$ cat config.mk
export PLATFORM = sky130hd
export DESIGN_NAME = binary_min_heap_queue
export DESIGN_NICKNAME = d
export VERILOG_FILES = /design/src/rtl/core/hq_pkg.sv /design/src/rtl/core/hq_ram.sv /design/src/rtl/core/binary_min_heap_queue.sv
export SDC_FILE = /design/constraint.sdc
export NUM_CORES = 2
export LEC_CHECK = 0
export BUFFER_PORTS_ARGS = -buffer_cell sky130_fd_sc_hd__buf_2
export CAP_MARGIN = 20
export CORE_MARGIN = 2
export CORE_UTILIZATION = 25
export DETAILED_ROUTE_END_ITERATION = 8
export HOLD_SLACK_MARGIN = 0.12
export MAX_ROUTING_LAYER = met4
export SKIP_LAST_GASP = 1
export SYNTH_ARGS = -nofsm -noshare
export SYNTH_HDL_FRONTEND = slang
export SYNTH_SLANG_ARGS = --single-unit
$ cat constraint.sdc
create_clock -name clk -period 5.8 [get_ports clk]
set_clock_uncertainty 0.2 [all_clocks]
set_input_delay 1.16 -clock clk [delete_from_list [all_inputs] [get_ports clk]]
set_output_delay 1.16 -clock clk [all_outputs]
set_load 0.02 [all_outputs]
$ cat src/rtl/core/hq_pkg.sv
// Shared sizes, entry type and codes for the binary min-heap queue.
package hq_pkg;

	localparam int CAPACITY   = 64;
	localparam int DATA_WIDTH = 16;
	localparam int PRIO_WIDTH = 16;

	localparam int IDX_W   = $clog2(CAPACITY);
	localparam int CNT_W   = $clog2(CAPACITY + 1);
	localparam int CHILD_W = IDX_W + 2;

	typedef struct packed {
		logic [DATA_WIDTH-1:0] data;
		logic [PRIO_WIDTH-1:0] prio;
	} entry_t;

	localparam int ENTRY_W = $bits(entry_t);

	localparam logic REQ_INSERT = 1'b0;
	localparam logic REQ_REMOVE = 1'b1;

	localparam logic [1:0] ST_DONE  = 2'd0;
	localparam logic [1:0] ST_EMPTY = 2'd1;
	localparam logic [1:0] ST_FULL  = 2'd2;

endpackage

$ cat src/rtl/core/hq_ram.sv
// Generic single-port-write, single-port-read RAM with registered read data.
module hq_ram #(
	parameter int WIDTH = 32,
	parameter int DEPTH = 64
) (
	input  logic                     clk,
	input  logic                     we,
	input  logic [$clog2(DEPTH)-1:0] waddr,
	input  logic [WIDTH-1:0]         wdata,
	input  logic [$clog2(DEPTH)-1:0] raddr,
	output logic [WIDTH-1:0]         rdata
);

	logic [WIDTH-1:0] mem [DEPTH];

	always_ff @(posedge clk) begin
		if (we) begin
			mem[waddr] <= wdata;
		end
		rdata <= mem[raddr];
	end

endmodule

$ cat src/rtl/core/binary_min_heap_queue.sv
// Binary min-heap priority queue: heap array in RAM, sift sequencer, result register.
//
//  channel | valid     | ready     | word
//  --------+-----------+-----------+--------------------------------------
//  in      | in_valid  | in_ready  | req_type, payload, prio
//  out     | out_valid | out_ready | status, out_payload, out_prio, fill
//
// One request at a time; the heap RAM has one read and one write port.
// Insert: climbs at most 6 levels toward the root, stopping early at a parent that is not greater.
// Remove: sinks at most 5 levels toward a leaf, stopping early at a child that is not smaller.
// Removing the last entry skips the sift-down; refused words go straight to the result.
// Reset clears the fill count, sequencer and out_valid only; heap RAM needs no clearing.
// A result waiting on out_ready holds the sequencer before it returns to idle.
module binary_min_heap_queue
	import hq_pkg::*;
(
	input  logic                  clk,
	input  logic                  arst_n,
	input  logic                  in_valid,
	output logic                  in_ready,
	input  logic                  req_type,
	input  logic [DATA_WIDTH-1:0] payload,
	input  logic [PRIO_WIDTH-1:0] prio,
	output logic                  out_valid,
	input  logic                  out_ready,
	output logic [1:0]            status,
	output logic [DATA_WIDTH-1:0] out_payload,
	output logic [PRIO_WIDTH-1:0] out_prio,
	output logic [CNT_W-1:0]      fill
);

	localparam logic [3:0] S_IDLE   = 4'd0;
	localparam logic [3:0] S_UP_RD  = 4'd1;
	localparam logic [3:0] S_UP_CMP = 4'd2;
	localparam logic [3:0] S_RM_RD0 = 4'd3;
	localparam logic [3:0] S_RM_RD1 = 4'd4;
	localparam logic [3:0] S_DN_LD  = 4'd5;
	localparam logic [3:0] S_DN_RDL = 4'd6;
	localparam logic [3:0] S_DN_RDR = 4'd7;
	localparam logic [3:0] S_DN_DEC = 4'd8;
	localparam logic [3:0] S_FIN    = 4'd9;

	logic [3:0]       state_q;
	logic [CNT_W-1:0] cnt_q;
	logic [IDX_W-1:0] pos_q;
	entry_t           ent_q;     // entry being sifted, held out of the RAM
	entry_t           child_q;   // left child during sift-down
	logic             has_r_q;
	logic [1:0]       res_status_q;
	entry_t           root_q;

	logic             out_valid_q;
	logic [1:0]       out_status_q;
	entry_t           out_ent_q;
	logic [CNT_W-1:0] out_fill_q;

	logic             ram_we;
	logic [IDX_W-1:0] ram_waddr;
	entry_t           ram_wdata;
	logic [IDX_W-1:0] ram_raddr;
	entry_t           ram_rdata;

	logic [CHILD_W-1:0] l_idx;
	logic [CHILD_W-1:0] r_idx;
	logic [CHILD_W-1:0] n_ext;
	logic               has_l;
	logic               has_r;
	logic [IDX_W-1:0]   parent_idx;
	logic               pick_r;
	entry_t             cand;
	logic [IDX_W-1:0]   cand_idx;
	logic               sink;
	logic               rise;
	logic               accept;
	logic               out_free;

	hq_ram #(
		.WIDTH(ENTRY_W),
		.DEPTH(CAPACITY)
	) u_heap (
		.clk   (clk),
		.we    (ram_we),
		.waddr (ram_waddr),
		.wdata (ram_wdata),
		.raddr (ram_raddr),
		.rdata (ram_rdata)
	);

	assign accept   = in_valid && in_ready;
	assign in_ready = (state_q == S_IDLE);
	assign out_free = !out_valid_q || out_ready;

	assign l_idx      = (CHILD_W'(pos_q) << 1) + CHILD_W'(1);
	assign r_idx      = l_idx + CHILD_W'(1);
	assign n_ext      = CHILD_W'(cnt_q);
	assign has_l      = (l_idx < n_ext);
	assign has_r      = (r_idx < n_ext);
	assign parent_idx = (pos_q - IDX_W'(1)) >> 1;

	// left child wins a tie; the entry only sinks past a strictly smaller child
	assign pick_r   = has_r_q && (ram_rdata.prio < child_q.prio);
	assign cand     = pick_r ? ram_rdata : child_q;
	assign cand_idx = pick_r ? r_idx[IDX_W-1:0] : l_idx[IDX_W-1:0];
	assign sink     = (cand.prio < ent_q.prio);
	assign rise     = (ram_rdata.prio > ent_q.prio);

	// Each write lands before any later read of that slot, so no forwarding.
	always_comb begin
		ram_we    = 1'b0;
		ram_waddr = pos_q;
		ram_wdata = ent_q;
		ram_raddr = parent_idx;
		unique case (state_q)
			S_UP_RD: begin
				ram_raddr = parent_idx;
				ram_we    = (pos_q == '0);
			end
			S_UP_CMP: begin
				ram_we    = 1'b1;
				ram_wdata = rise ? ram_rdata : ent_q;
			end
			S_RM_RD0: begin
				ram_raddr = '0;
			end
			S_RM_RD1: begin
				ram_raddr = cnt_q[IDX_W-1:0];
			end
			S_DN_RDL: begin
				ram_raddr = l_idx[IDX_W-1:0];
				ram_we    = !has_l;
			end
			S_DN_RDR: begin
				ram_raddr = r_idx[IDX_W-1:0];
			end
			S_DN_DEC: begin
				ram_we    = 1'b1;
				ram_wdata = sink ? cand : ent_q;
			end
			S_IDLE, S_DN_LD, S_FIN: begin
			end
			default: begin
			end
		endcase
	end

	always_ff @(posedge clk or negedge arst_n) begin
		if (!arst_n) begin
			state_q     <= S_IDLE;
			cnt_q       <= '0;
			out_valid_q <= 1'b0;
		end else begin
			if (state_q == S_FIN && out_free) begin
				out_valid_q <= 1'b1;
			end else if (out_valid_q && out_ready) begin
				out_valid_q <= 1'b0;
			end
			unique case (state_q)
				S_IDLE: begin
					if (accept) begin
						if (req_type == REQ_INSERT) begin
							if (cnt_q == CNT_W'(CAPACITY)) begin
								state_q <= S_FIN;
							end else begin
								cnt_q   <= cnt_q + CNT_W'(1);
								state_q <= S_UP_RD;
							end
						end else begin
							if (cnt_q == '0) begin
								state_q <= S_FIN;
							end else begin
								cnt_q   <= cnt_q - CNT_W'(1);
								state_q <= S_RM_RD0;
							end
						end
					end
				end
				S_UP_RD: begin
					state_q <= (pos_q == '0) ? S_FIN : S_UP_CMP;
				end
				S_UP_CMP: begin
					state_q <= rise ? S_UP_RD : S_FIN;
				end
				S_RM_RD0: begin
					state_q <= S_RM_RD1;
				end
				S_RM_RD1: begin
					state_q <= (cnt_q == '0) ? S_FIN : S_DN_LD;
				end
				S_DN_LD: begin
					state_q <= S_DN_RDL;
				end
				S_DN_RDL: begin
					state_q <= has_l ? S_DN_RDR : S_FIN;
				end
				S_DN_RDR: begin
					state_q <= S_DN_DEC;
				end
				S_DN_DEC: begin
					state_q <= sink ? S_DN_RDL : S_FIN;
				end
				S_FIN: begin
					if (out_free) begin
						state_q <= S_IDLE;
					end
				end
				default: begin
					state_q <= S_IDLE;
				end
			endcase
		end
	end

	// Datapath registers, no reset needed.
	always_ff @(posedge clk) begin
		case (state_q)
			S_IDLE: begin
				if (accept) begin
					ent_q.data <= payload;
					ent_q.prio <= prio;
					pos_q      <= cnt_q[IDX_W-1:0];
					root_q     <= '0;
					if (req_type == REQ_INSERT) begin
						res_status_q <= (cnt_q == CNT_W'(CAPACITY)) ? ST_FULL : ST_DONE;
					end else begin
						res_status_q <= (cnt_q == '0) ? ST_EMPTY : ST_DONE;
					end
				end
			end
			S_UP_CMP: begin
				if (rise) begin
					pos_q <= parent_idx;
				end
			end
			S_RM_RD1: begin
				root_q <= ram_rdata;
			end
			S_DN_LD: begin
				ent_q <= ram_rdata;
				pos_q <= '0;
			end
			S_DN_RDR: begin
				child_q <= ram_rdata;
				has_r_q <= has_r;
			end
			S_DN_DEC: begin
				if (sink) begin
					pos_q <= cand_idx;
				end
			end
			S_FIN: begin
				if (out_free) begin
					out_status_q <= res_status_q;
					out_ent_q    <= root_q;
					out_fill_q   <= cnt_q;
				end
			end
			default: begin
			end
		endcase
	end

	assign out_valid   = out_valid_q;
	assign status      = out_status_q;
	assign out_payload = out_ent_q.data;
	assign out_prio    = out_ent_q.prio;
	assign fill        = out_fill_q;

	a_cnt_bound: assert property (@(posedge clk) disable iff (!arst_n)
		cnt_q <= CNT_W'(CAPACITY))
		else $error("fill count beyond capacity");

	a_insert_grows: assert property (@(posedge clk) disable iff (!arst_n)
		(accept && req_type == REQ_INSERT && cnt_q != CNT_W'(CAPACITY))
		|=> cnt_q == $past(cnt_q) + CNT_W'(1))
		else $error("insert did not grow the heap");

	a_full_word: assert property (@(posedge clk) disable iff (!arst_n)
		(out_valid_q && out_status_q == ST_FULL) |-> out_fill_q == CNT_W'(CAPACITY))
		else $error("full refusal with room left");

	a_empty_word: assert property (@(posedge clk) disable iff (!arst_n)
		(out_valid_q && out_status_q == ST_EMPTY) |-> out_fill_q == '0)
		else $error("empty refusal with entries held");

	a_idle_no_write: assert property (@(posedge clk) disable iff (!arst_n)
		(state_q == S_IDLE || state_q == S_FIN) |-> !ram_we)
		else $error("heap written outside a sift");

endmodule
# After elaboration in Yosys (flattened, before gate mapping)
# Memory sizes are Yosys's and may differ from the RTL's. A register that Yosys moved wholly into a read port is not among the register bits.
# Cells that the tools add are included.
# word_totals
reg_bits	158
ramBits	2048
inputBits	37
output_inout_bits	43
n_memories	1
# op_classes
eq_ne	16
n_mux	36
n_reduce_logical	22
order_cmp	5
n_addsub	5
# mem_list
memory	depth	word_bits	read_ports	rd_clocked_by_memory_dff	write_ports	line	rtl
u_heap.mem	64	32	1	1	1	hq_ram.sv:14	logic [WIDTH-1:0] mem [DEPTH];
# op_table
op	n
32-bit case mux with 2 select lines	3
32-bit two-way mux	5
6-bit case mux with 4 select lines	2
4-bit two-way mux	10
4-bit case mux with 10 select lines	1
16-bit < comparator	2
6-bit two-way mux	4
7-bit two-way mux	3
4-bit by 3-bit == test with 1-bit output, second input constant	4
16-bit > comparator	1
8-bit by 7-bit < comparator with 1-bit output	2
2-bit != test, second input constant	5
2-bit AND reduction	5
7-bit by 1-bit adder with 8-bit output, second input constant	1
8-bit by 1-bit adder with 8-bit output, second input constant	1
4-bit by 2-bit == test with 1-bit output, second input constant	2
4-bit == test, second input constant	2
4-bit AND reduction	2
7-bit by 1-bit adder with 7-bit output, second input constant	1
7-bit == test, second input constant	1
7-bit zero test	1
7-bit by 1-bit subtractor with 7-bit output, second input constant	1
6-bit zero test	1
2-bit nonzero test	3
other kinds (12)	21

# Depth between registers and ports, before layout
# logic_depth
word_depth	6
depth_mapped	19

# Hierarchy
# A second synthesis with hierarchy kept.
# unflattened
cells_unflattened	4051
area_unflattened_um2	87266.2
# by_module_without_submodules
mod	seq_area_each_um2	n_inst	area_each_um2	cells_each
hq_ram	62139.6	1	78515.3	3324
binary_min_heap_queue	4684.5	1	8750.9	727

# Worst setup path before layout
# OpenSTA, ideal clock, no wires.
# synth_path
path_kind	register -> register
startpoint	reg child_q[9] (netlist bit)
endpoint	mem u_heap.mem[0][16] (data pin)
stages_incl_launch_ff	18
t_required_ns	5.234
path_buffers	2
arrival_ns	5.016
setup_time_ns	0.366
setup_slack_ns	0.218
path_cell_list	edfxtp_1 -> inv_1 -> ha_1 -> a21o_1 -> a21o_1 -> a21oi_1 -> o2111a_1 -> nand2_1 -> buf_1 -> mux2_2 -> ha_1 -> a21o_1 -> a221o_1 -> a221oi_1 -> nand2_1 -> a221oi_1 -> clkbuf_1 -> a221o_1
# synth_rtl
item	line	rtl
start, declared	binary_min_heap_queue.sv:47	entry_t child_q;
start signal, assigned	binary_min_heap_queue.sv:242	child_q <= ram_rdata;
end, declared	hq_ram.sv:14	

==> metrics.cfg <==
[global_routing]
antenna_found_initial=16
grt_pass1_wl_microns=363000
grt_pass1_vias=49600
grt_overflow=0
grt_max_degree=161
gr-usage-all-layers=0.143

[floorplanning]
die_height_microns=599
core_sq_mm=0.352
die_w_microns=599
ioPinCount=80
rows=218
start_util=0.251
dieArea_sq_mm=0.358

[placement]
port_buffers=79
gp_congestion=0.830
post-dp-hpwl_microns=139000

[detailed_routing]
drtIter0Drc=6215
firstDrtPassIters=6
routed_wl_microns=255000
route.detailed.drc=0
ant_nets=0
vias=51200
via_per_inst=4.84
post_drt_wl_per_cell_microns=24.1

[finish]
final_nets=5769
syn_to_final_growth_pct=17.5
drive_gt1_frac=0.186

[synth]
synth_warnings=0
ys_seq_area_frac=0.756
synth-edff-count=2194
synth_cell_types=90
syn_inst=5428
synth_top_area_frac=0.745
syn_area_sq_mm=0.0884
synth.most_common_cell=edfxtp_1
synthTopCellsByArea=edfxtp_1, mux4_2, nand2_1, nand3_1, a21oi_1
postSynthAreaPerCell_sq_um=16.3
synth_area_leader_cell=edfxtp_1
synth_commonest_cells=edfxtp_1, nand2_1, nand3_1
ys.flop_type=edfxtp_1
synth_nets=5532
synth_seq_cells=2238
async_flop_share=0.00536

[worst_setup_path]
reg2reg_from=child_q[1]
worstSetupEndpoint=u_heap.mem[52][25]
critPathRequiredTime_ns=6.17
rr_worst_depth=19
rrSetupSlack_ns=0.36
crit_path_start=child_q[1]
worstPathMaxFanout=64
setup.worst_path.class=reg -> reg
worstSetupEndpointType=flop
r2r_end=u_heap.mem[52][25]
critPathLaunchType=flop
arrival_ns=5.81

[worst_hold_path]
min_path_type=reg -> reg
hold_depth=0

[run_status]
status=finished, final reports clean

[pwr]
power_density_mw_per_mm2=612
leakage_nw=33.4
vdd_drop_max_mv=0.765

[clock_network]
worstSkewPairLatency_ns=0.88
cts_max_path_buffers=3
htreeDepth=4
cts_setup_buffers=0
cts_tree=yes
cts_root_buffer=clkbuf_16
clock-sinks=2238
cts_made_buffers=215
clk_pin_slew_worst_paths_ns=0.06

[timing]
rsz0062_at_grt=no
fin_crit_ns=5.44
finalSetupTns_ns=0
post-route-period-util=0.938
slew_headroom=0.217
drv_slew=0
hold_ws_ns=0.218
worst_pin_slew_ns=1.17
finalHoldViolations=0
setup_viol=0
fmax_mhz=184

[run]
drv_cap=0

==> kinds of logic after synthesis <==
logic type,synth area share
flip-flops,0.756
AND/OR/NAND/NOR,0.0949
multiplexers,0.0784
buffers and inverters,0.0213
adder cells (fa/ha/maj),0.00957
AO/OA/AOI/OAI,0.0381
XOR/XNOR,0.00198
==> power by group <==
| group | switching [mW] | internal (mW) | total, mW |
|---|---|---|---|
| sequential | 0.670 | 21.1 | 21.8 |
| combinational | 17.9 | 9.76 | 27.6 |
| clock | 6.03 | 8.08 | 14.1 |
==> per-stage QoR <==
step	worst slack (ns)	power, mW	util	std cells	instance area [sq um]
finish	0.358	63.6	0.295	10600	104000
global route	0.0456	66.5	0.295	10600	104000
CTS	0.223	63.7	0.295	10600	104000
detailed placement	0.282	49.6	0.274	10200	96700
global placement	0.335	49.2	0.274	10200	96700
floorplan	0.218	40.0	-	5428	88400
==> layout by cell type (no fill, tap or decap), drive strengths merged, types with 11 or more instances in the layout <==
| cell | instances |
|---|---|
| mux2 | 52 |
| nand2 | 987 |
| mux2i | 36 |
| nand3 | 473 |
| nor4 | 89 |
| nand2b | 16 |
| dfxtp | 32 |
| xnor2 | 14 |
| clkinv | 91 |
| nor2 | 118 |
| o32ai | 11 |
| and2 | 37 |
| edfxtp | 2194 |
| nor2b | 22 |
| a21oi | 215 |
| nor3 | 20 |
| buf | 329 |
| clkbuf | 280 |
| o211ai | 13 |
| o22ai | 117 |
| a21boi | 27 |
| and3 | 50 |
| a21o | 18 |
| o21ai | 27 |
| inv | 52 |
| bufinv | 22 |
| dfrtp | 12 |
| ha | 66 |
| mux4 | 265 |
| a221o | 34 |
==> state kept, by name (all words and copies together), names as in the netlist <==
signal	count
child_q	32
cnt_q	7
ent_q	32
fill	7
has_r_q	1
out_payload	16
out_prio	16
out_valid	1
pos_q	6
res_status_q	2
root_q	32
state_q	4
status	2
u_heap.mem	2048
u_heap.rdata	32
==> layout make-up <==
class | instances | area (sq um)
fill | 34700 | 248000
sequential | 2238 | 66800
multi-input combinational | 2831 | 20300
tap | 4730 | 5920
clock buffer | 280 | 5850
timing repair buffer | 330 | 3500
clock inverter | 120 | 1270
inverter | 49 | 184
antenna | 9 | 22.5
==> repair_timing <==
item	in CTS	in global routing
setup endpoints to repair	0	683
resized for setup	0	5
endpoints found under the hold margin	12	0
hold buffers	1	0
==> critical path, cell delays in order (launching register included) <==
cell and delay, ns:
edfxtp_1 0.38, inv_1 0.09, ha_1 0.23, a2111oi_1 0.44, o32ai_1 0.16, o21ai_1 0.31, nand2_1 0.24, buf_4 0.29
mux2_2 0.32, ha_1 0.31, a21o_1 0.11, a21o_1 0.14, a21oi_1 0.08, a21oi_1 0.38, a21o_1 0.17, a2bb2oi_1 0.27
buf_12 0.24, and2b_1 0.20, a221o_2 0.32, buf_12 0.19
==> worst min path at each step <==
stage	from	endpoint
2_1_floorplan	root_q[16]	out_payload[0]
3_3_place_gp	root_q[0]	out_prio[0]
3_5_place_dp	root_q[8]	out_prio[8]
4_1_cts	root_q[4]	out_prio[4]
5_1_grt	root_q[6]	out_prio[6]
6_report	root_q[4]	out_prio[4]
==> layer usage <==
layer / vias up / GRT usage / wire length [microns]
met3: 416 / 0.0238 / 21600
met1: 26800 / 0.187 / 104000
met2: 2479 / 0.228 / 122000
li1: 21500 / - / -
met5: - / - / 0
met4: 0 / 0.0415 / 6940
Power figures use the tool's default switching activity.
